<file path="config.mk">
export PLATFORM = sky130hd
export DESIGN_NAME = pcx_rle_planar_writer
export DESIGN_NICKNAME = d
export VERILOG_FILES = /design/src/rtl/pcxrle_pkg.sv /design/src/rtl/pcx_rle_planar_writer.sv /design/src/rtl/pcxrle_ctrl.sv /design/src/rtl/pcxrle_dp.sv
export VERILOG_INCLUDE_DIRS = /design/src /design/src/rtl
export SDC_FILE = /design/constraint.sdc
export NUM_CORES = 1
export LEC_CHECK = 0
export BUFFER_PORTS_ARGS = -buffer_cell sky130_fd_sc_hd__buf_2
export CORE_ASPECT_RATIO = 1.4
export CORE_MARGIN = 5
export CORE_UTILIZATION = 30
export CTS_CLUSTER_SIZE = 8
export DETAILED_ROUTE_END_ITERATION = 7
export PLACE_DENSITY_LB_ADDON = 0.3
export REMOVE_ABC_BUFFERS = 1
export SETUP_SLACK_MARGIN = 0.3
export SLEW_MARGIN = 20
export SYNTH_ARGS = -nofsm -noshare
export SYNTH_HDL_FRONTEND = slang
export SYNTH_HIERARCHICAL = 1
export SYNTH_SLANG_ARGS = --single-unit
export TNS_END_PERCENT = 5
</file>
<file path="constraint.sdc">
create_clock -name clk_i -period 3.3 [get_ports clk_i]
set_input_delay 0.33 -clock clk_i [delete_from_list [all_inputs] [get_ports clk_i]]
set_output_delay 0.33 -clock clk_i [all_outputs]
set_load 0.01 [all_outputs]
</file>
<file path="src/rtl/pcx_rle_planar_writer_macros.svh">
// Assertion macros for the PCX run-length planar writer.
// Used by the top level; expects clk_i and rst_ni in scope.
`ifndef PCX_RLE_PLANAR_WRITER_MACROS_SVH
`define PCX_RLE_PLANAR_WRITER_MACROS_SVH

// Clocked property, disabled while reset is held.
`define PCXRLE_ASSERT(lbl, prop, msg) \
  lbl: assert property (@(posedge clk_i) disable iff (!rst_ni) (prop)) else $error(msg);

// Condition that must never be true at a clock edge.
`define PCXRLE_ASSERT_NEVER(lbl, cond, msg) \
  `PCXRLE_ASSERT(lbl, !(cond), msg)

`endif

</file>
<file path="src/rtl/pcxrle_pkg.sv">
// Shared constants, register codes and control structs for the PCX
// run-length planar writer. No dependencies.
package pcxrle_pkg;

  localparam int unsigned RowStride  = 80;
  localparam int unsigned PlaneCount = 4;

  localparam int unsigned BplW     = 7;
  localparam int unsigned RowW     = 9;
  localparam int unsigned CntW     = 6;
  localparam int unsigned PlaneW   = 2;
  localparam int unsigned OffW     = 16;
  localparam int unsigned MaskW    = 4;
  localparam int unsigned ByteW    = 8;
  localparam int unsigned CfgIdxW  = 2;
  localparam int unsigned CfgDataW = 9;

  localparam logic [1:0]      RunTag       = 2'b11;
  localparam logic [BplW-1:0] BplReset     = BplW'(80);
  localparam logic [RowW-1:0] FirstRowRst  = RowW'(0);
  localparam logic [RowW-1:0] LastRowRst   = RowW'(480);

  typedef enum logic [CfgIdxW-1:0] {
    CFG_BPL       = 2'd0,
    CFG_FIRST_ROW = 2'd1,
    CFG_LAST_ROW  = 2'd2
  } cfg_idx_e;

  typedef struct packed {
    logic take;      // accept the input word
    logic emit_one;  // issue one write into the output register
  } ctrl_cmd_t;

  typedef struct packed {
    logic start_emit;  // accepting the input word starts a write burst
    logic slot_free;   // output register can take a word this cycle
    logic last_one;    // the write issued now ends the burst
  } dp_status_t;

endpackage

</file>
<file path="src/rtl/pcx_rle_planar_writer.sv">
// Top level of the PCX run-length planar writer: controller plus datapath.
// Depends on pcxrle_pkg, pcxrle_ctrl, pcxrle_dp and the assertion macros.
//
//   channel   dir  handshake                  payload
//   s_axis    in   tvalid / tready            tdata[7:0] data_byte
//   m_axis    out  tvalid / tready            tdata, tlast last_write, tuser image_done
//   cfg       in   cfg_we_i (no wait)         cfg_idx_i, cfg_data_i
//
// A literal byte is first accepted, then loaded into the output register.
// A run is a count byte, then a data byte that is accepted and written N times,
// one write per cycle from the single output register while the output is not stalled (N up to 63).
// Input is held off (s_axis_tready low) while a burst is being written.
// Output backpressure stalls the burst; the last word may wait while a new byte is taken.
// Reset is asynchronous, active low; no clearing pass.
`include "pcx_rle_planar_writer_macros.svh"

module pcx_rle_planar_writer (
  input  logic                              clk_i,
  input  logic                              rst_ni,
  input  logic                              cfg_we_i,
  input  logic [pcxrle_pkg::CfgIdxW-1:0]    cfg_idx_i,
  input  logic [pcxrle_pkg::CfgDataW-1:0]   cfg_data_i,
  input  logic                              s_axis_tvalid,
  output logic                              s_axis_tready,
  input  logic [7:0]                        s_axis_tdata,  // [7:0] data_byte
  output logic                              m_axis_tvalid,
  input  logic                              m_axis_tready,
  // [15:0] write_offset, [19:16] plane_mask, [27:20] pixel_byte, [31:28] zero
  output logic [31:0]                       m_axis_tdata,
  output logic                              m_axis_tlast,  // last_write
  output logic                              m_axis_tuser   // [0] image_done
);

  pcxrle_pkg::ctrl_cmd_t              cmd;
  pcxrle_pkg::dp_status_t             status;
  logic [pcxrle_pkg::OffW-1:0]        out_offset;
  logic [pcxrle_pkg::MaskW-1:0]       out_mask;
  logic [pcxrle_pkg::ByteW-1:0]       out_pixel;

  pcxrle_ctrl u_ctrl (
    .clk_i      (clk_i),
    .rst_ni     (rst_ni),
    .in_valid_i (s_axis_tvalid),
    .in_ready_o (s_axis_tready),
    .status_i   (status),
    .cmd_o      (cmd)
  );

  pcxrle_dp u_dp (
    .clk_i        (clk_i),
    .rst_ni       (rst_ni),
    .cfg_we_i     (cfg_we_i),
    .cfg_idx_i    (cfg_idx_i),
    .cfg_data_i   (cfg_data_i),
    .in_byte_i    (s_axis_tdata),
    .cmd_i        (cmd),
    .status_o     (status),
    .out_valid_o  (m_axis_tvalid),
    .out_ready_i  (m_axis_tready),
    .out_offset_o (out_offset),
    .out_mask_o   (out_mask),
    .out_pixel_o  (out_pixel),
    .out_last_o   (m_axis_tlast),
    .out_done_o   (m_axis_tuser)
  );

  assign m_axis_tdata = {4'b0000, out_pixel, out_mask, out_offset};

  `PCXRLE_ASSERT(a_mask_onehot, m_axis_tvalid |-> $onehot(m_axis_tdata[19:16]), "plane mask not one-hot")
  `PCXRLE_ASSERT_NEVER(a_no_take_in_burst, s_axis_tready && cmd.emit_one, "write issued while accepting input")
  `PCXRLE_ASSERT(a_emit_slot, cmd.emit_one |-> (!m_axis_tvalid || m_axis_tready), "output word overwritten")
  `PCXRLE_ASSERT(a_done_is_last, (m_axis_tvalid && m_axis_tuser) |-> m_axis_tlast, "image done on non-final write")

endmodule

</file>
<file path="src/rtl/pcxrle_ctrl.sv">
// Controller for the PCX run-length planar writer: accepts words and
// sequences write bursts. Depends on pcxrle_pkg.
module pcxrle_ctrl (
  input  logic                   clk_i,
  input  logic                   rst_ni,
  input  logic                   in_valid_i,
  output logic                   in_ready_o,
  input  pcxrle_pkg::dp_status_t status_i,
  output pcxrle_pkg::ctrl_cmd_t  cmd_o
);

  typedef enum logic {
    ST_IDLE,
    ST_EMIT
  } state_e;

  state_e state_q;

  assign in_ready_o = (state_q == ST_IDLE);

  always_comb begin
    cmd_o = '0;
    unique case (state_q)
      ST_IDLE: cmd_o.take     = in_valid_i;
      ST_EMIT: cmd_o.emit_one = status_i.slot_free;
      default: cmd_o = '0;
    endcase
  end

  always_ff @(posedge clk_i or negedge rst_ni) begin
    if (!rst_ni) begin
      state_q <= ST_IDLE;
    end else begin
      unique case (state_q)
        ST_IDLE: begin
          if (in_valid_i && status_i.start_emit) state_q <= ST_EMIT;
        end
        ST_EMIT: begin
          if (status_i.slot_free && status_i.last_one) state_q <= ST_IDLE;
        end
        default: state_q <= ST_IDLE;
      endcase
    end
  end

endmodule

</file>
<file path="src/rtl/pcxrle_dp.sv">
// Datapath for the PCX run-length planar writer: configuration registers,
// decode state, write position and the output register. Depends on pcxrle_pkg.
module pcxrle_dp (
  input  logic                                    clk_i,
  input  logic                                    rst_ni,
  input  logic                                    cfg_we_i,
  input  logic [pcxrle_pkg::CfgIdxW-1:0]          cfg_idx_i,
  input  logic [pcxrle_pkg::CfgDataW-1:0]         cfg_data_i,
  input  logic [pcxrle_pkg::ByteW-1:0]            in_byte_i,
  input  pcxrle_pkg::ctrl_cmd_t                   cmd_i,
  output pcxrle_pkg::dp_status_t                  status_o,
  output logic                                    out_valid_o,
  input  logic                                    out_ready_i,
  output logic [pcxrle_pkg::OffW-1:0]             out_offset_o,
  output logic [pcxrle_pkg::MaskW-1:0]            out_mask_o,
  output logic [pcxrle_pkg::ByteW-1:0]            out_pixel_o,
  output logic                                    out_last_o,
  output logic                                    out_done_o
);

  logic [pcxrle_pkg::BplW-1:0]   bpl_q;
  logic [pcxrle_pkg::RowW-1:0]   first_row_q;
  logic [pcxrle_pkg::RowW-1:0]   last_row_q;
  logic                          pend_q;
  logic [pcxrle_pkg::CntW-1:0]   run_len_q;
  logic [pcxrle_pkg::BplW-1:0]   line_off_q;
  logic [pcxrle_pkg::PlaneW-1:0] plane_q;
  logic [pcxrle_pkg::RowW-1:0]   row_q;
  logic                          fin_q;
  logic [pcxrle_pkg::CntW-1:0]   cnt_q;
  logic [pcxrle_pkg::ByteW-1:0]  byte_q;
  logic                          out_valid_q;

  logic [pcxrle_pkg::OffW-1:0]   out_offset_q;
  logic [pcxrle_pkg::MaskW-1:0]  out_mask_q;
  logic [pcxrle_pkg::ByteW-1:0]  out_pixel_q;
  logic                          out_last_q;
  logic                          out_done_q;

  logic                          cfg_hit;
  logic [pcxrle_pkg::RowW-1:0]   restart_row;
  logic [pcxrle_pkg::BplW-1:0]   line_len;
  logic [pcxrle_pkg::BplW-1:0]   line_off_inc;
  logic                          line_end;
  logic                          plane_end;
  logic [pcxrle_pkg::RowW-1:0]   row_inc;
  logic                          done;
  logic                          is_run;
  logic [pcxrle_pkg::OffW-1:0]   offset;

  always_comb begin
    cfg_hit     = 1'b0;
    restart_row = first_row_q;
    unique case (pcxrle_pkg::cfg_idx_e'(cfg_idx_i))
      pcxrle_pkg::CFG_BPL:       cfg_hit = cfg_we_i;
      pcxrle_pkg::CFG_FIRST_ROW: begin
        cfg_hit     = cfg_we_i;
        restart_row = cfg_data_i[pcxrle_pkg::RowW-1:0];
      end
      pcxrle_pkg::CFG_LAST_ROW:  cfg_hit = cfg_we_i;
      default:                   cfg_hit = 1'b0;
    endcase
  end

  always_comb begin
    if (bpl_q == '0) begin
      line_len = pcxrle_pkg::BplW'(1);
    end else if (bpl_q > pcxrle_pkg::BplW'(pcxrle_pkg::RowStride)) begin
      line_len = pcxrle_pkg::BplW'(pcxrle_pkg::RowStride);
    end else begin
      line_len = bpl_q;
    end
  end

  assign line_off_inc = line_off_q + pcxrle_pkg::BplW'(1);
  assign line_end     = (line_off_inc >= line_len);
  assign plane_end    = (plane_q == pcxrle_pkg::PlaneW'(pcxrle_pkg::PlaneCount - 1));
  assign row_inc      = row_q + pcxrle_pkg::RowW'(1);
  assign done         = line_end && plane_end && (row_inc >= last_row_q);
  assign is_run       = (in_byte_i[7:6] == pcxrle_pkg::RunTag);
  assign offset       = pcxrle_pkg::OffW'(row_q) * pcxrle_pkg::OffW'(pcxrle_pkg::RowStride)
                      + pcxrle_pkg::OffW'(line_off_q);

  assign status_o.start_emit = !fin_q && (row_q < last_row_q) &&
                               (pend_q ? (run_len_q != '0) : !is_run);
  assign status_o.slot_free  = !out_valid_q || out_ready_i;
  assign status_o.last_one   = (cnt_q == pcxrle_pkg::CntW'(1)) || done;

  always_ff @(posedge clk_i or negedge rst_ni) begin
    if (!rst_ni) begin
      bpl_q       <= pcxrle_pkg::BplReset;
      first_row_q <= pcxrle_pkg::FirstRowRst;
      last_row_q  <= pcxrle_pkg::LastRowRst;
      pend_q      <= 1'b0;
      run_len_q   <= '0;
      line_off_q  <= '0;
      plane_q     <= '0;
      row_q       <= pcxrle_pkg::FirstRowRst;
      fin_q       <= 1'b0;
      cnt_q       <= '0;
      out_valid_q <= 1'b0;
    end else begin
      if (cmd_i.emit_one) begin
        out_valid_q <= 1'b1;
      end else if (out_ready_i) begin
        out_valid_q <= 1'b0;
      end

      if (cfg_hit) begin
        unique case (pcxrle_pkg::cfg_idx_e'(cfg_idx_i))
          pcxrle_pkg::CFG_BPL:       bpl_q       <= cfg_data_i[pcxrle_pkg::BplW-1:0];
          pcxrle_pkg::CFG_FIRST_ROW: first_row_q <= cfg_data_i[pcxrle_pkg::RowW-1:0];
          pcxrle_pkg::CFG_LAST_ROW:  last_row_q  <= cfg_data_i[pcxrle_pkg::RowW-1:0];
          default: ;
        endcase
        pend_q     <= 1'b0;
        run_len_q  <= '0;
        line_off_q <= '0;
        plane_q    <= '0;
        row_q      <= restart_row;
        fin_q      <= 1'b0;
      end else if (cmd_i.take) begin
        if (fin_q) begin
          // finished image: word dropped
        end else if (row_q >= last_row_q) begin
          fin_q     <= 1'b1;
          pend_q    <= 1'b0;
          run_len_q <= '0;
        end else if (pend_q) begin
          cnt_q     <= run_len_q;
          pend_q    <= 1'b0;
          run_len_q <= '0;
        end else if (is_run) begin
          pend_q    <= 1'b1;
          run_len_q <= in_byte_i[pcxrle_pkg::CntW-1:0];
        end else begin
          cnt_q <= pcxrle_pkg::CntW'(1);
        end
      end else if (cmd_i.emit_one) begin
        cnt_q <= cnt_q - pcxrle_pkg::CntW'(1);
        if (line_end) begin
          line_off_q <= '0;
          if (plane_end) begin
            plane_q <= '0;
            row_q   <= row_inc;
            if (row_inc >= last_row_q) fin_q <= 1'b1;
          end else begin
            plane_q <= plane_q + pcxrle_pkg::PlaneW'(1);
          end
        end else begin
          line_off_q <= line_off_inc;
        end
      end
    end
  end

  always_ff @(posedge clk_i) begin
    if (cmd_i.take) byte_q <= in_byte_i;
    if (cmd_i.emit_one) begin
      out_offset_q <= offset;
      out_mask_q   <= pcxrle_pkg::MaskW'(1) << plane_q;
      out_pixel_q  <= byte_q;
      out_last_q   <= status_o.last_one;
      out_done_q   <= done;
    end
  end

  assign out_valid_o  = out_valid_q;
  assign out_offset_o = out_offset_q;
  assign out_mask_o   = out_mask_q;
  assign out_pixel_o  = out_pixel_q;
  assign out_last_o   = out_last_q;
  assign out_done_o   = out_done_q;

endmodule
</file>
==> metrics list, run 1 <==
- Area of all placed cells without fillers: 0.00626 sq mm
* Arithmetic-cell share of the synthesized area counting full adders, half adders and majority gates: 11.6%
* Die Span X: 123 um
* Combined area of all synthesized cells: 0.00540 sq mm
- Per report_power, the combinational group accounts for 32.0% of the total.
- For the worst-skew pair, the clock arrives at the later sink with an insertion delay of 0.35 ns.
- Maximum frequency from static timing analysis: 350 MHz
- Leading cell type by number of instances after synthesis: sky130_fd_sc_hd__dfrtp_1
- In this run, distinct cell masters in the synthesized netlist total 63.
* Clock slew seen by the registers of the worst setup and hold paths: 0.08 ns
- CTS Root Buffer Type: sky130_fd_sc_hd__clkbuf_16
- Pin count of the biggest net entering global routing: 44
- Synthesized instance count: 474
- At the end of routability-driven placement, the weighted congestion stood at 0.819.
- Per report_power, the sequential group accounts for 41.7% of the total.
* Worst reg2reg endpoint: u_dp/out_last_o$_DFFE_PP_
* Share of total power in the clock network: 26.2%
- Net switching power of the design: 1350 uW
- Area contributors post-synth: sky130_fd_sc_hd__dfrtp_1 25%, sky130_fd_sc_hd__edfxtp_1 21%, sky130_fd_sc_hd__ha_1 11%
- DRC marker count from the first detailed-route iteration: 239
- Number of clock sinks: 97
* Clock buffer count from CTS: 9
* Initial core utilization: 30.2%
* Layout area overhead: 16.0%
* Post-synth top area share: 24.6%
- Crit-path max FO: 7
- Dividing the detail-routed wire length by the instance count gives 15.4 um.
* Final number of hold-violating endpoints: 0
- H-tree level count: 3
- Mean cell area of the mapped netlist: 11.4 sq um
- Beginning of the worst register-to-register path: u_dp/row_q[0]$_DFFE_PN0P_
* Number of buffers inserted by port buffering: 55
- STA classifies the critical path startpoint as a flip-flop.
* Final Cycle Share: 86.7%
* Sw Ratio: 34.1%
- Placeable core area: 0.0179 sq mm
* Critical path startpoint: u_dp/row_q[0]$_DFFE_PN0P_
- Summing the areas of all xor and xnor instances in the mapped netlist gives 4.06% of the synthesized area.
* Final Critical Period: 2.86 ns
- The floorplan has 58 rows.
- In the final layout, the share of cells above drive strength 1 is 22.3%.
* Tightest hold margin: 0.136 ns
- Max-cap violations: 0
- Global routing consumed, over all layers together, 11.8% of the routing resources.
* Bufs on Longest Clock Path: 2
- By area, the combinational part of the netlist is dominated by compound AO/OA/AOI/OAI gates.
- Post-detailed-placement cell area: 0.00595 sq mm
- Counting cells, the worst reg-to-reg path comes to 10.
- Number of global-route vias before repair: 3957
* Pwr dens: 631 mW/mm^2
* Post-synth ARST share: 60.8%
* Number of detailed-routing iterations run before antenna repair: 5
* Number of cells in the finished layout apart from fillers: 779
- In the synthesized netlist, mux cells make up 4.57% of the area.
- Top cell types by occurrence after synthesis: 53 x sky130_fd_sc_hd__dfrtp_1, 47 x sky130_fd_sc_hd__ha_1, 38 x sky130_fd_sc_hd__edfxtp_1
- Share of the synthesized area in compound gates (AO/OA/AOI/OAI): 14.8%
* Overflow left after global routing: 0
- The final number of max-transition violations is 0.
* Setup repair after global routing missed its margin: true
- In this run the vertical extent of the chip is 169 um.
* Worst setup slack for register-to-register paths: 0.44 ns
* Arrival time of the worst setup path: 2.95 ns
* Diodes inserted: 0
- IO Pins: 60
- After the last flow step, the layout net total stands at 607.
- Area of the die: 0.0208 sq mm
- Number of synthesized flops with an enable pin: 38
* Worst-case clock skew: 0.0112 ns
- Setup fix buffers added after clock tree synthesis: 0
- The number of antenna violations at the first check in global routing came to 0.
- By startpoint and endpoint, the worst setup path is classified as flip-flop to flip-flop.
* Routed wire length: 12.0 mm
- Avg Vias per Cell: 4.96
* Maximum resistive drop on vdd: 0.234 mV
- The worst setup path is captured at a flip-flop.
- Number of nets with antenna violations after detailed routing: 0
- Sum Neg Setup Slack: 0 ns
* Internal power: 2600 uW
* Vias after detailed routing: 3865
* Count of placed standard cells including taps: 763
- Most area-hungry cell type in the Yosys netlist: sky130_fd_sc_hd__dfrtp_1
* Simple-gate area share of the yosys netlist: 13.5%
- Layout Utilization: 35.1%
* Hold buffers post-CTS: 0
- Post-detailed-placement half-perimeter wirelength: 9.07 mm
- Summed over all cells, the static leakage comes to 0.00263 uW.
- STA puts the critical path data required time at 3.39 ns.
- The flow ran to the end, and the final reports show no timing, DRC or antenna violations.
* Setup violations, final: 0
- Worst max-slew margin expressed relative to the limit: 34.2%
- The first global-routing pass estimated 19.5 mm of wire.
- Main flop type after synthesis: sky130_fd_sc_hd__dfrtp_1
- TritonCTS built the clock tree.
- Fraction of the yosys area taken by sequential cells: 48.6%
- For this run, the number of Yosys warnings is 6.
* Post-synthesis sequential element count: 97
* Transition time at the pin with the least slew margin: 0.987 ns
- The tightest min-delay check is of the input pin to async pin type.
- Drc violations: 0
## per-stage QoR
stage	power (uW)	setup WS, ns
4_1_cts	4000	0.311
6_report	3950	0.439
5_1_grt	4240	0.287
2_1_floorplan	2560	0.507
3_3_place_gp	2900	0.324
3_5_place_dp	2940	0.268
## critical path, cell delays in order, from the launching register on
cell and delay (ns):
sky130_fd_sc_hd__dfrtp_2 0.45, sky130_fd_sc_hd__ha_1 0.25, sky130_fd_sc_hd__and3_1 0.24, sky130_fd_sc_hd__nand3_1 0.16
sky130_fd_sc_hd__nor2_1 0.24, sky130_fd_sc_hd__xnor2_1 0.15, sky130_fd_sc_hd__ha_1 0.27, sky130_fd_sc_hd__a211oi_1 0.21
sky130_fd_sc_hd__a31oi_1 0.14, sky130_fd_sc_hd__and2_1 0.19, sky130_fd_sc_hd__or2_2 0.30
## state kept, by name, indices dropped and copies added (netlist names), 2 cells and up
| register | count |
|---|---|
| u_dp/bpl_q | 7 |
| u_dp/byte_q | 8 |
| u_dp/cnt_q | 6 |
| u_dp/first_row_q | 9 |
| u_dp/last_row_q | 9 |
| u_dp/line_off_q | 7 |
| u_dp/out_mask_o | 4 |
| u_dp/out_offset_o | 16 |
| u_dp/out_pixel_o | 8 |
| u_dp/plane_q | 2 |
| u_dp/row_q | 9 |
| u_dp/run_len_q | 6 |
## repair_timing
item	in CTS	in global routing
resized for setup	1	6
setup endpoints to repair	1	5
pin swaps	0	1
## final cells by class
cell class                 count  area (sq um)
multi-input combinational    344          2640
tap                          240           300
clock buffer                   9           225
sequential                    97          2630
timing repair buffer          60           313
inverter                      22          82.6
fill                        1827         11600
clock inverter                 7          68.8
## per-layer routing
metal	global-route usage [%]	up-vias	part of all wire, %
li1	-	1916	-
met1	13.7	1881	43
met2	21.3	54	53
met3	1.87	14	2.7
met4	4.58	0	2.3
met5	0	-	0
## worst max-delay path by stage
stage / slack, ns / end
after CTS: 0.31 / u_dp/out_offset_o[15]$_DFFE_PP_
final: 0.44 / u_dp/out_last_o$_DFFE_PP_
after global placement: 0.32 / u_dp/out_offset_o[14]$_DFFE_PP_
after global routing: 0.29 / u_dp/out_last_o$_DFFE_PP_
after detailed placement: 0.27 / u_dp/out_offset_o[14]$_DFFE_PP_
after floorplan: 0.51 / u_dp/out_offset_o[14]$_DFFE_PP_
## logic make-up after synthesis
| logic type | Yosys count |
|---|---|
| AOI/OAI and AO/OA | 109 |
| buffers and inverters | 36 |
| muxes | 22 |
| and+or+nand+nor | 135 |
| other | 1 |
| adders and majority gates | 49 |
| xor gates and xnor gates | 25 |
| DFF | 97 |
## cells in the final DEF (no fill, tap or decap), types with 11 or more instances in the layout
cell	Yosys	routed
sky130_fd_sc_hd__nand2_1	32	32
sky130_fd_sc_hd__o21ai_0	16	15
sky130_fd_sc_hd__xnor2_1	14	14
sky130_fd_sc_hd__edfxtp_1	38	38
sky130_fd_sc_hd__nand3_1	16	16
sky130_fd_sc_hd__a22o_1	13	13
sky130_fd_sc_hd__ha_1	47	47
sky130_fd_sc_hd__nor2_1	22	22
sky130_fd_sc_hd__mux2_2	21	21
sky130_fd_sc_hd__xor2_1	11	11
sky130_fd_sc_hd__dfrtp_1	53	49
sky130_fd_sc_hd__inv_1	22	22
sky130_fd_sc_hd__a21oi_1	13	13
sky130_fd_sc_hd__buf_2	1	55
## power groups by stage
stage / sequential, uW / clock (uW) / combinational [uW]
2_1_floorplan: 1690 / 0 / 872
3_3_place_gp: 1660 / 0 / 1230
6_report: 1650 / 1040 / 1260
3_5_place_dp: 1670 / 0 / 1260
4_1_cts: 1650 / 1070 / 1280
5_1_grt: 1680 / 1130 / 1430
Note: power is estimated with default switching activity, not from simulation.
==> run 2: changes to the inputs <==
Settings changed: CORE_ASPECT_RATIO 1.4 to default, REMOVE_ABC_BUFFERS 1 to default.
==> run 2 against run 1 <==
Total power is 0.58% higher. Sequential cell count stayed put. Sequential share of layout area is 0.079 points lower. Sequential power about the same. Non-clock buffer count increased by 3. Clock power about the same. Maximum frequency shrank 0.71%. Wire length increased by 2.4%. Critical path type unchanged. Largest power group unchanged. Highest routed layer unchanged.
==> metrics list, run 2 (synthesis gave the netlist of run 1 again) <==
- Outcome: finished, final reports clean
- Maximum resistive drop on vdd: 0.277 mV (+18%)
* Post-route setup slack: 0.419 ns (-0.0205 ns)
- The biggest cell delay along the critical path was 0.46 ns (about the same).
- Number of flip-flops in the largest register: 16 (unchanged)
- The total number of vias came to 3917 (+1.3%).
* Final estimated routing congestion in global placement: 0.899 (+9.8%)
- Clock tree from TritonCTS: done
- The count of final hold-check violations is 0 (unchanged).
* Area of the die: 0.0208 sq mm (-0.18%)
- Highest-count cells in the layout ignoring fill and taps: 55 x sky130_fd_sc_hd__buf_2, 50 x sky130_fd_sc_hd__dfrtp_1, 47 x sky130_fd_sc_hd__ha_1, 38 x sky130_fd_sc_hd__edfxtp_1, 32 x sky130_fd_sc_hd__nand2_1
* Worst-case clock skew: 0.00806 ns (-0.00316 ns)
* Pin count of the biggest net entering global routing: 33 (-25%)
- The clock network latency to the later pin of the worst-skew pair was 0.34 ns (about the same).
* Final Cycle Share: 87.3% (+0.62 points)
- The fraction of final layout cells sized beyond drive strength 1 was 21.8% (-0.49 points).
* Count of placed standard cells including taps: 754 (-1.2%)
- The number of sinks driven by the clock tree is 97 (unchanged).
- Post-layout net count: 610 (+0.49%)
* Total GRT Usage: 12.1% (+0.37 points)
- The final period demand of the worst path is 2.88 ns (+0.0205 ns).
- The detailed-routed wire length on met3 was 587 um (+83%).
- Drc violations: 0 (unchanged)
- Startpoint Class: flip-flop
- Setup violations, final: 0 (unchanged)
- The final core utilization was 35.2% (+0.071 points).
* Number of detailed-routing iterations run before antenna repair: 4 (-1)
- H-tree level count: 3 (unchanged)
- Max-cap violations: 0 (unchanged)
- Overflow left after global routing: 0 (unchanged)
- Routed wire length on met2: 5.78 mm (-8.3%)
- Worst setup timing slack at the placement stage: 0.279 ns (+0.0113 ns)
- Number of buffers inserted by port buffering: 55 (unchanged)
- Filler cell count in the final layout: 1788 (-2.1%)
* Pwr dens: 633 mW/mm^2 (+0.44%)
- The required time of the critical path came to 3.39 ns (about the same).
* CTS Root Buffer Type: sky130_fd_sc_hd__clkbuf_16
* Layout area overhead: 16.2%
- Die Span X: 144 um (+17%)
- The remaining max-slew budget at the tightest pin is 58.2% (+24 points).
* Setup fix buffers added after clock tree synthesis: 0 (unchanged)
* Number of nets with antenna violations after detailed routing: 0 (unchanged)
* CP dominant cell by count: sky130_fd_sc_hd__ha_1
- DRC marker count from the first detailed-route iteration: 227 (-5.0%)
- The vias per cell was 5.08 (+2.4%).
- The clock buffer count from CTS came to 9 (unchanged).
* Arrival time of the worst setup path: 2.97 ns (+0.02 ns)
- The worst setup path is captured at a flip-flop.
- Startpoint-to-endpoint class of the critical path: flip-flop to flip-flop
* IO Pins: 60 (unchanged)
- Routed length on met1: 5.68 mm (+11%)
- The number of antenna cells inserted came to 0 (unchanged).
- Signal routing reaches up to met4.
- The initial standard-cell utilization of the core came to 30.3% (about the same).
- Bufs on Longest Clock Path: 2 (unchanged)
- Overall power consumption: 3970 uW (+0.58%)
- Leakage: 0.00264 uW (+0.33%)
- The wire length of the first global-routing pass came to 20.0 mm (+2.4%).
* Post-detailed-placement half-perimeter wirelength: 9.34 mm (+3.0%)
- The achievable frequency came to 347 MHz (-0.71%).
* Transition time at the pin with the least slew margin: 0.626 ns (-0.361 ns)
- Routed wire length: 12.3 mm (+2.4%)
- The overall die height is 144 um (-15%).
- The number of global-route vias before repair is 3948 (-0.23%).
- The number of antenna violations at the first check in global routing came to 0 (unchanged).
- The library cell used most frequently in the layout, excluding fill and tap cells, is sky130_fd_sc_hd__buf_2.
* Worst path cell trace: ha_1 > ha_1 > fa_1 > a211oi_2 > o21ai_0 > a221o_1 > nand4b_1 > xor2_1
- Clock slew seen by the registers of the worst setup and hold paths: 0.07 ns (about the same)
- Setup repair after global routing missed its margin: true
* Placeable core area: 0.0178 sq mm (about the same)
- The routed wirelength normalized by instance count is 15.9 um (+3.5%).
* Number of cells in the finished layout apart from fillers: 771 (-1.0%)
* Classification of the worst-slack hold path: input pin to flip-flop
- The top fanout value on the critical path was 7 (unchanged).
- The setup TNS came to 0 ns (unchanged).
- FP Rows: 49 (-16%)
- The final number of max-transition violations came to 0 (unchanged).
- The slowest stage of the critical path belongs to the cell sky130_fd_sc_hd__dfrtp_2.
-- run 2: cell count changes in the layout (fill, tap and decap cells not counted), sizes merged --
cell | before | now
dlygate4sd3 | 0 | 1
clkinv | 2 | 1
clkinvlp | 0 | 1
bufinv | 0 | 1
inv | 27 | 22
buf | 60 | 62
clkbuf | 9 | 13
-- run 2: per-stage QoR --
step / hold slack (ns) / area [sq um]
after floorplan: 0.0344 / 5410
after global placement: 0.296 / 5950
after detailed placement: 0.302 / 5950
after CTS: 0.157 / 6260
after global routing: 0.158 / 6270
final: 0.175 / 6270
-- run 2: worst paths after layout --
kind,startpoint,endpoint,slack (ns),depth (start not counted)
worst max-delay path,u_dp/row_q[1]$_DFFE_PN0P_,u_dp/out_offset_o[14]$_DFFE_PP_,0.42,8
worst min-delay path,s_axis_tdata[6],u_dp/byte_q[6]$_DFFE_PP_,0.18,1
worst max register to register,u_dp/row_q[1]$_DFFE_PN0P_,u_dp/out_offset_o[14]$_DFFE_PP_,0.42,8
worst min register to register,u_dp/byte_q[2]$_DFFE_PP_,u_dp/out_pixel_o[2]$_DFFE_PP_,0.42,0
max in group asynchronous,rst_ni,u_dp/last_row_q[8]$_DFFE_PN1P_,2.12,3
min in group asynchronous,rst_ni,u_dp/bpl_q[5]$_DFFE_PN0P_,0.46,2
-- run 2: layer usage --
| layer | track usage, % | vias up |
|---|---|---|
| li1 | - | 1912 |
| met1 | 16.2 | 1918 |
| met5 | 0 | - |
| met4 | 4.37 | 0 |
| met3 | 2.45 | 14 |
| met2 | 19.6 | 73 |
-- run 2: timing repair --
action / CTS / global route
resized for setup: 1 / 4
endpoints found under the setup margin: 1 / 10
hold buffers: 1 / 0
gates cloned: 0 / 0
hold endpoints to repair: 16 / 0
pin swaps: 0 / 1
-- run 2: worst max-delay path: cells and delay by family (launching register included) --
| kind | cells | cell delay, ns |
|---|---|---|
| compound gates | 3 | 0.82 |
| xor+xnor | 1 | 0.17 |
| fa+ha+maj | 3 | 0.98 |
| flops | 1 | 0.46 |
| simple gates | 1 | 0.20 |
-- run 2: area by class of cell --
| cell class | count | area [sq um] | share of cell area (%) |
|---|---|---|---|
| inverters | 22 | 82.6 | 1.32 |
| clock inverters | 3 | 42.5 | 0.678 |
| flip-flops and latches | 97 | 2630 | 41.9 |
| multi-input cells | 344 | 2640 | 42.2 |
| clock buffers | 13 | 250 | 3.99 |
| repair buffers | 63 | 338 | 5.39 |
| well taps | 229 | 287 | 4.57 |
-- run 2: power breakdown --
group          switching, uW  internal [uW]
Clock                    429            608
Sequential               148           1500
Combinational            717            570
Total                   1290           2680
==> run 3: changes to the inputs <==
Settings changed: CORE_ASPECT_RATIO from default to 1.4.
==> run 3 against run 2 <==
Register-to-register slack about the same. Sequential cell count unchanged. Count of clock-buffer cells in the layout fell by 4. Wire length rose by 0.85%. Die area grew 0.18%. Combinational power about the same. Clock skew is 0.00092 ns lower. Worst hold slack got worse by 0.088 ns. Largest cell class unchanged. Largest power group unchanged.
==> metrics list, run 3 (synthesis gave the netlist of run 1 again) <==
- Outcome: finished, final reports clean
- The worst register-to-register path ends at u_dp/out_last_o$_DFFE_PP_.
- The number of nets with antenna violations after detailed routing was 0 (unchanged).
- The overall die height came to 169 um (+17%).
- The achievable frequency is 347 MHz (about the same).
* Crit-path max FO: 7 (unchanged)
- Transition time at the pin with the least slew margin: 0.862 ns (+0.236 ns)
* Wirelength per Cell: 15.9 um (-0.32%)
- FP Rows: 58 (+18%)
* Overflow left after global routing: 0 (unchanged)
- Number of clock sinks: 97 (unchanged)
- Die Span X: 123 um (-14%)
- The wire length of the first global-routing pass was 20.4 mm (+2.1%).
- Layout area overhead: 16.2% (about the same)
* Pin count of the biggest net entering global routing: 37 (+12%)
* Number of global-route vias before repair: 4098 (+3.8%)
* Initial core utilization: 30.2% (about the same)
- TritonCTS built the clock tree.
- The setup TNS was 0 ns (unchanged).
- The period utilization came to 87.3% (about the same).
- The cell depth of the worst flop-to-flop path came to 10 (+2).
- The area of the die is 0.0208 sq mm (+0.18%).
- Drc violations: 0 (unchanged)
- Element type at the critical path end: flip-flop
- The clock network latency to the later pin of the worst-skew pair is 0.35 ns (about the same).
- The final number of max-transition violations came to 0 (unchanged).
* Avg Vias per Cell: 5.09 (+0.21%)
* Worst setup slack for register-to-register paths: 0.42 ns (about the same)
* Most common cell after layout, fill and taps aside: sky130_fd_sc_hd__buf_2
- The portion of total power attributed to sequential cells was 41.6% (about the same).
- Final estimated routing congestion in global placement: 0.848 (-5.6%)
* WP data required: 3.40 ns (about the same)
- Filler cell count in the final layout: 1809 (+1.2%)
- The root buffer cell chosen for the clock tree is sky130_fd_sc_hd__clkbuf_16.
- The number of antenna cells inserted is 0 (unchanged).
- The core box area was 0.0179 sq mm (about the same).
- The number of detailed-routing iterations run before antenna repair is 4 (unchanged).
- The portion of total power attributed to the clock network was 26.2% (about the same).
- Count of placed standard cells including taps: 764 (+1.3%)
- The worst hold path belongs to the class input pin to async pin.
* Highest-count cells in the layout ignoring fill and taps: 55 x sky130_fd_sc_hd__buf_2, 49 x sky130_fd_sc_hd__dfrtp_1, 47 x sky130_fd_sc_hd__ha_1, 38 x sky130_fd_sc_hd__edfxtp_1, 32 x sky130_fd_sc_hd__nand2_1
* Max-cap violations: 0 (unchanged)
- The fraction of final layout cells sized beyond drive strength 1 came to 22.8% (+1.0 points).
- Vias after detailed routing: 3971 (+1.4%)
- The I/O pin count was 60 (unchanged).
- Startpoint-to-endpoint class of the critical path: flip-flop to flip-flop
* Clock slew seen by the registers of the worst setup and hold paths: 0.07 ns (about the same)
* Number of buffers inserted by port buffering: 55 (unchanged)
- The remaining max-slew budget at the tightest pin was 42.5% (-16 points).
- The clock skew after layout is 0.00714 ns (-0.000919 ns).
- The leakage power of the design came to 0.00263 uW (-0.17%).
- The overall routed net length is 12.4 mm (+0.85%).
* Startpoint Class: flip-flop
- The final period demand of the worst path is 2.88 ns (+0.000316 ns).
- Share of total power in combinational logic: 32.2% (-0.2 points)
- The clock buffer count from CTS is 9 (unchanged).
- Setup fix buffers added after clock tree synthesis: 0 (unchanged)
- Post-detailed-placement half-perimeter wirelength: 9.43 mm (+0.93%)
- The worst register-to-register path begins at u_dp/row_q[0]$_DFFE_PN0P_.
* Sw Ratio: 34.3% (+1.8 points)
- The power per unit of standard cell area is 632 mW/mm^2 (-0.17%).
* Bufs on Longest Clock Path: 2 (unchanged)
- DRC marker count from the first detailed-route iteration: 232 (+2.2%)
- Post-layout net count: 608 (-0.33%)
* Maximum resistive drop on vdd: 0.226 mV (-18%)
* Number of cells in the finished layout apart from fillers: 780 (+1.2%)
- The number of flip-flops in the largest register came to 16 (unchanged).
- The power spent charging and discharging nets came to 1360 uW (+5.3%).
- Final number of hold-violating endpoints: 0 (unchanged)
* Arrival time of the worst setup path: 2.98 ns (about the same)
* Setup repair after global routing missed its margin: true
- Initial antenna violation count: 0 (unchanged)
* Internal power: 2610 uW (-2.7%)
- Setup violations, final: 0 (unchanged)
* Total GRT Usage: 12.3% (+0.19 points)
- H-tree level count: 3 (unchanged)
## run 3: cell types whose count changed in the layout (fill, tap and decap cells not counted), sizes merged
cell,delta
bufinv,-1
buf,-1
clkinvlp,-1
clkbuf,-4
inv,+5
clkinv,+1
dlygate4sd3,-1
## run 3: per-stage QoR
stage               worst slack [ns]  hold WS (ns)  total power, uW  util (%)  instance area [sq um]
CTS                            0.312         0.110             4020      35.1                   6260
finish                         0.418        0.0870             3970      35.1                   6270
global route                   0.225         0.153             4260      35.1                   6270
detailed placement             0.229         0.408             2950      33.4                   5960
floorplan                      0.507        0.0344             2570         -                   5410
global placement               0.316         0.401             2900      33.4                   5960
## run 3: critical path, cell delays in order, from the launching register on
cell and delay, ns:
sky130_fd_sc_hd__dfrtp_2 0.44, sky130_fd_sc_hd__ha_1 0.26, sky130_fd_sc_hd__and3_2 0.25, sky130_fd_sc_hd__nand3_1 0.17, sky130_fd_sc_hd__nor2_2 0.23, sky130_fd_sc_hd__xnor2_1 0.14, sky130_fd_sc_hd__ha_1 0.26, sky130_fd_sc_hd__a211oi_1 0.23
sky130_fd_sc_hd__a31oi_1 0.14, sky130_fd_sc_hd__and2_1 0.19, sky130_fd_sc_hd__or2_2 0.30
## run 3: layer usage
metal,vias up,GRT usage [%],part of all wire [%]
met4,0,5.49,3.0
met2,78,22.1,53
met3,22,2.27,3.2
met1,1966,14.0,41
met5,-,0,0
li1,1905,-,-
## run 3: worst max-delay path by stage
stage                         startpoint                              end  slack, ns  cells past startpoint
2_1_floorplan  u_dp/row_q[1]$_DFFE_PN0P_  u_dp/out_offset_o[14]$_DFFE_PP_       0.51                      8
6_report       u_dp/row_q[0]$_DFFE_PN0P_        u_dp/out_last_o$_DFFE_PP_       0.42                     10
3_5_place_dp   u_dp/row_q[1]$_DFFE_PN0P_  u_dp/out_offset_o[14]$_DFFE_PP_       0.23                      8
3_3_place_gp   u_dp/row_q[1]$_DFFE_PN0P_  u_dp/out_offset_o[14]$_DFFE_PP_       0.32                      8
4_1_cts        u_dp/row_q[1]$_DFFE_PN0P_        u_dp/out_last_o$_DFFE_PP_       0.31                     10
5_1_grt        u_dp/row_q[0]$_DFFE_PN0P_        u_dp/out_last_o$_DFFE_PP_       0.23                     10
## run 3: power by group through the flow
stage               clock [uW]  sequential (uW)  combinational, uW
finish                    1040             1650               1280
global route              1130             1680               1450
CTS                       1080             1650               1290
detailed placement           0             1680               1270
global placement             0             1660               1240
floorplan                    0             1690                883
## run 3: layout make-up
cell class,instances,area (sq um),area share [%]
clock buffers,9,225,3.59
clock inverters,7,68.8,1.10
inverters,22,82.6,1.32
multi-input cells,344,2650,42.2
flip-flops and latches,97,2630,41.9
well taps,240,300,4.79
repair buffers,61,320,5.10
## run 3: timing repair
item,in CTS,in global routing
resized for setup,1,8
cloned,0,0
pin swaps,0,1
setup endpoints to repair,1,8
hold buffers,0,0
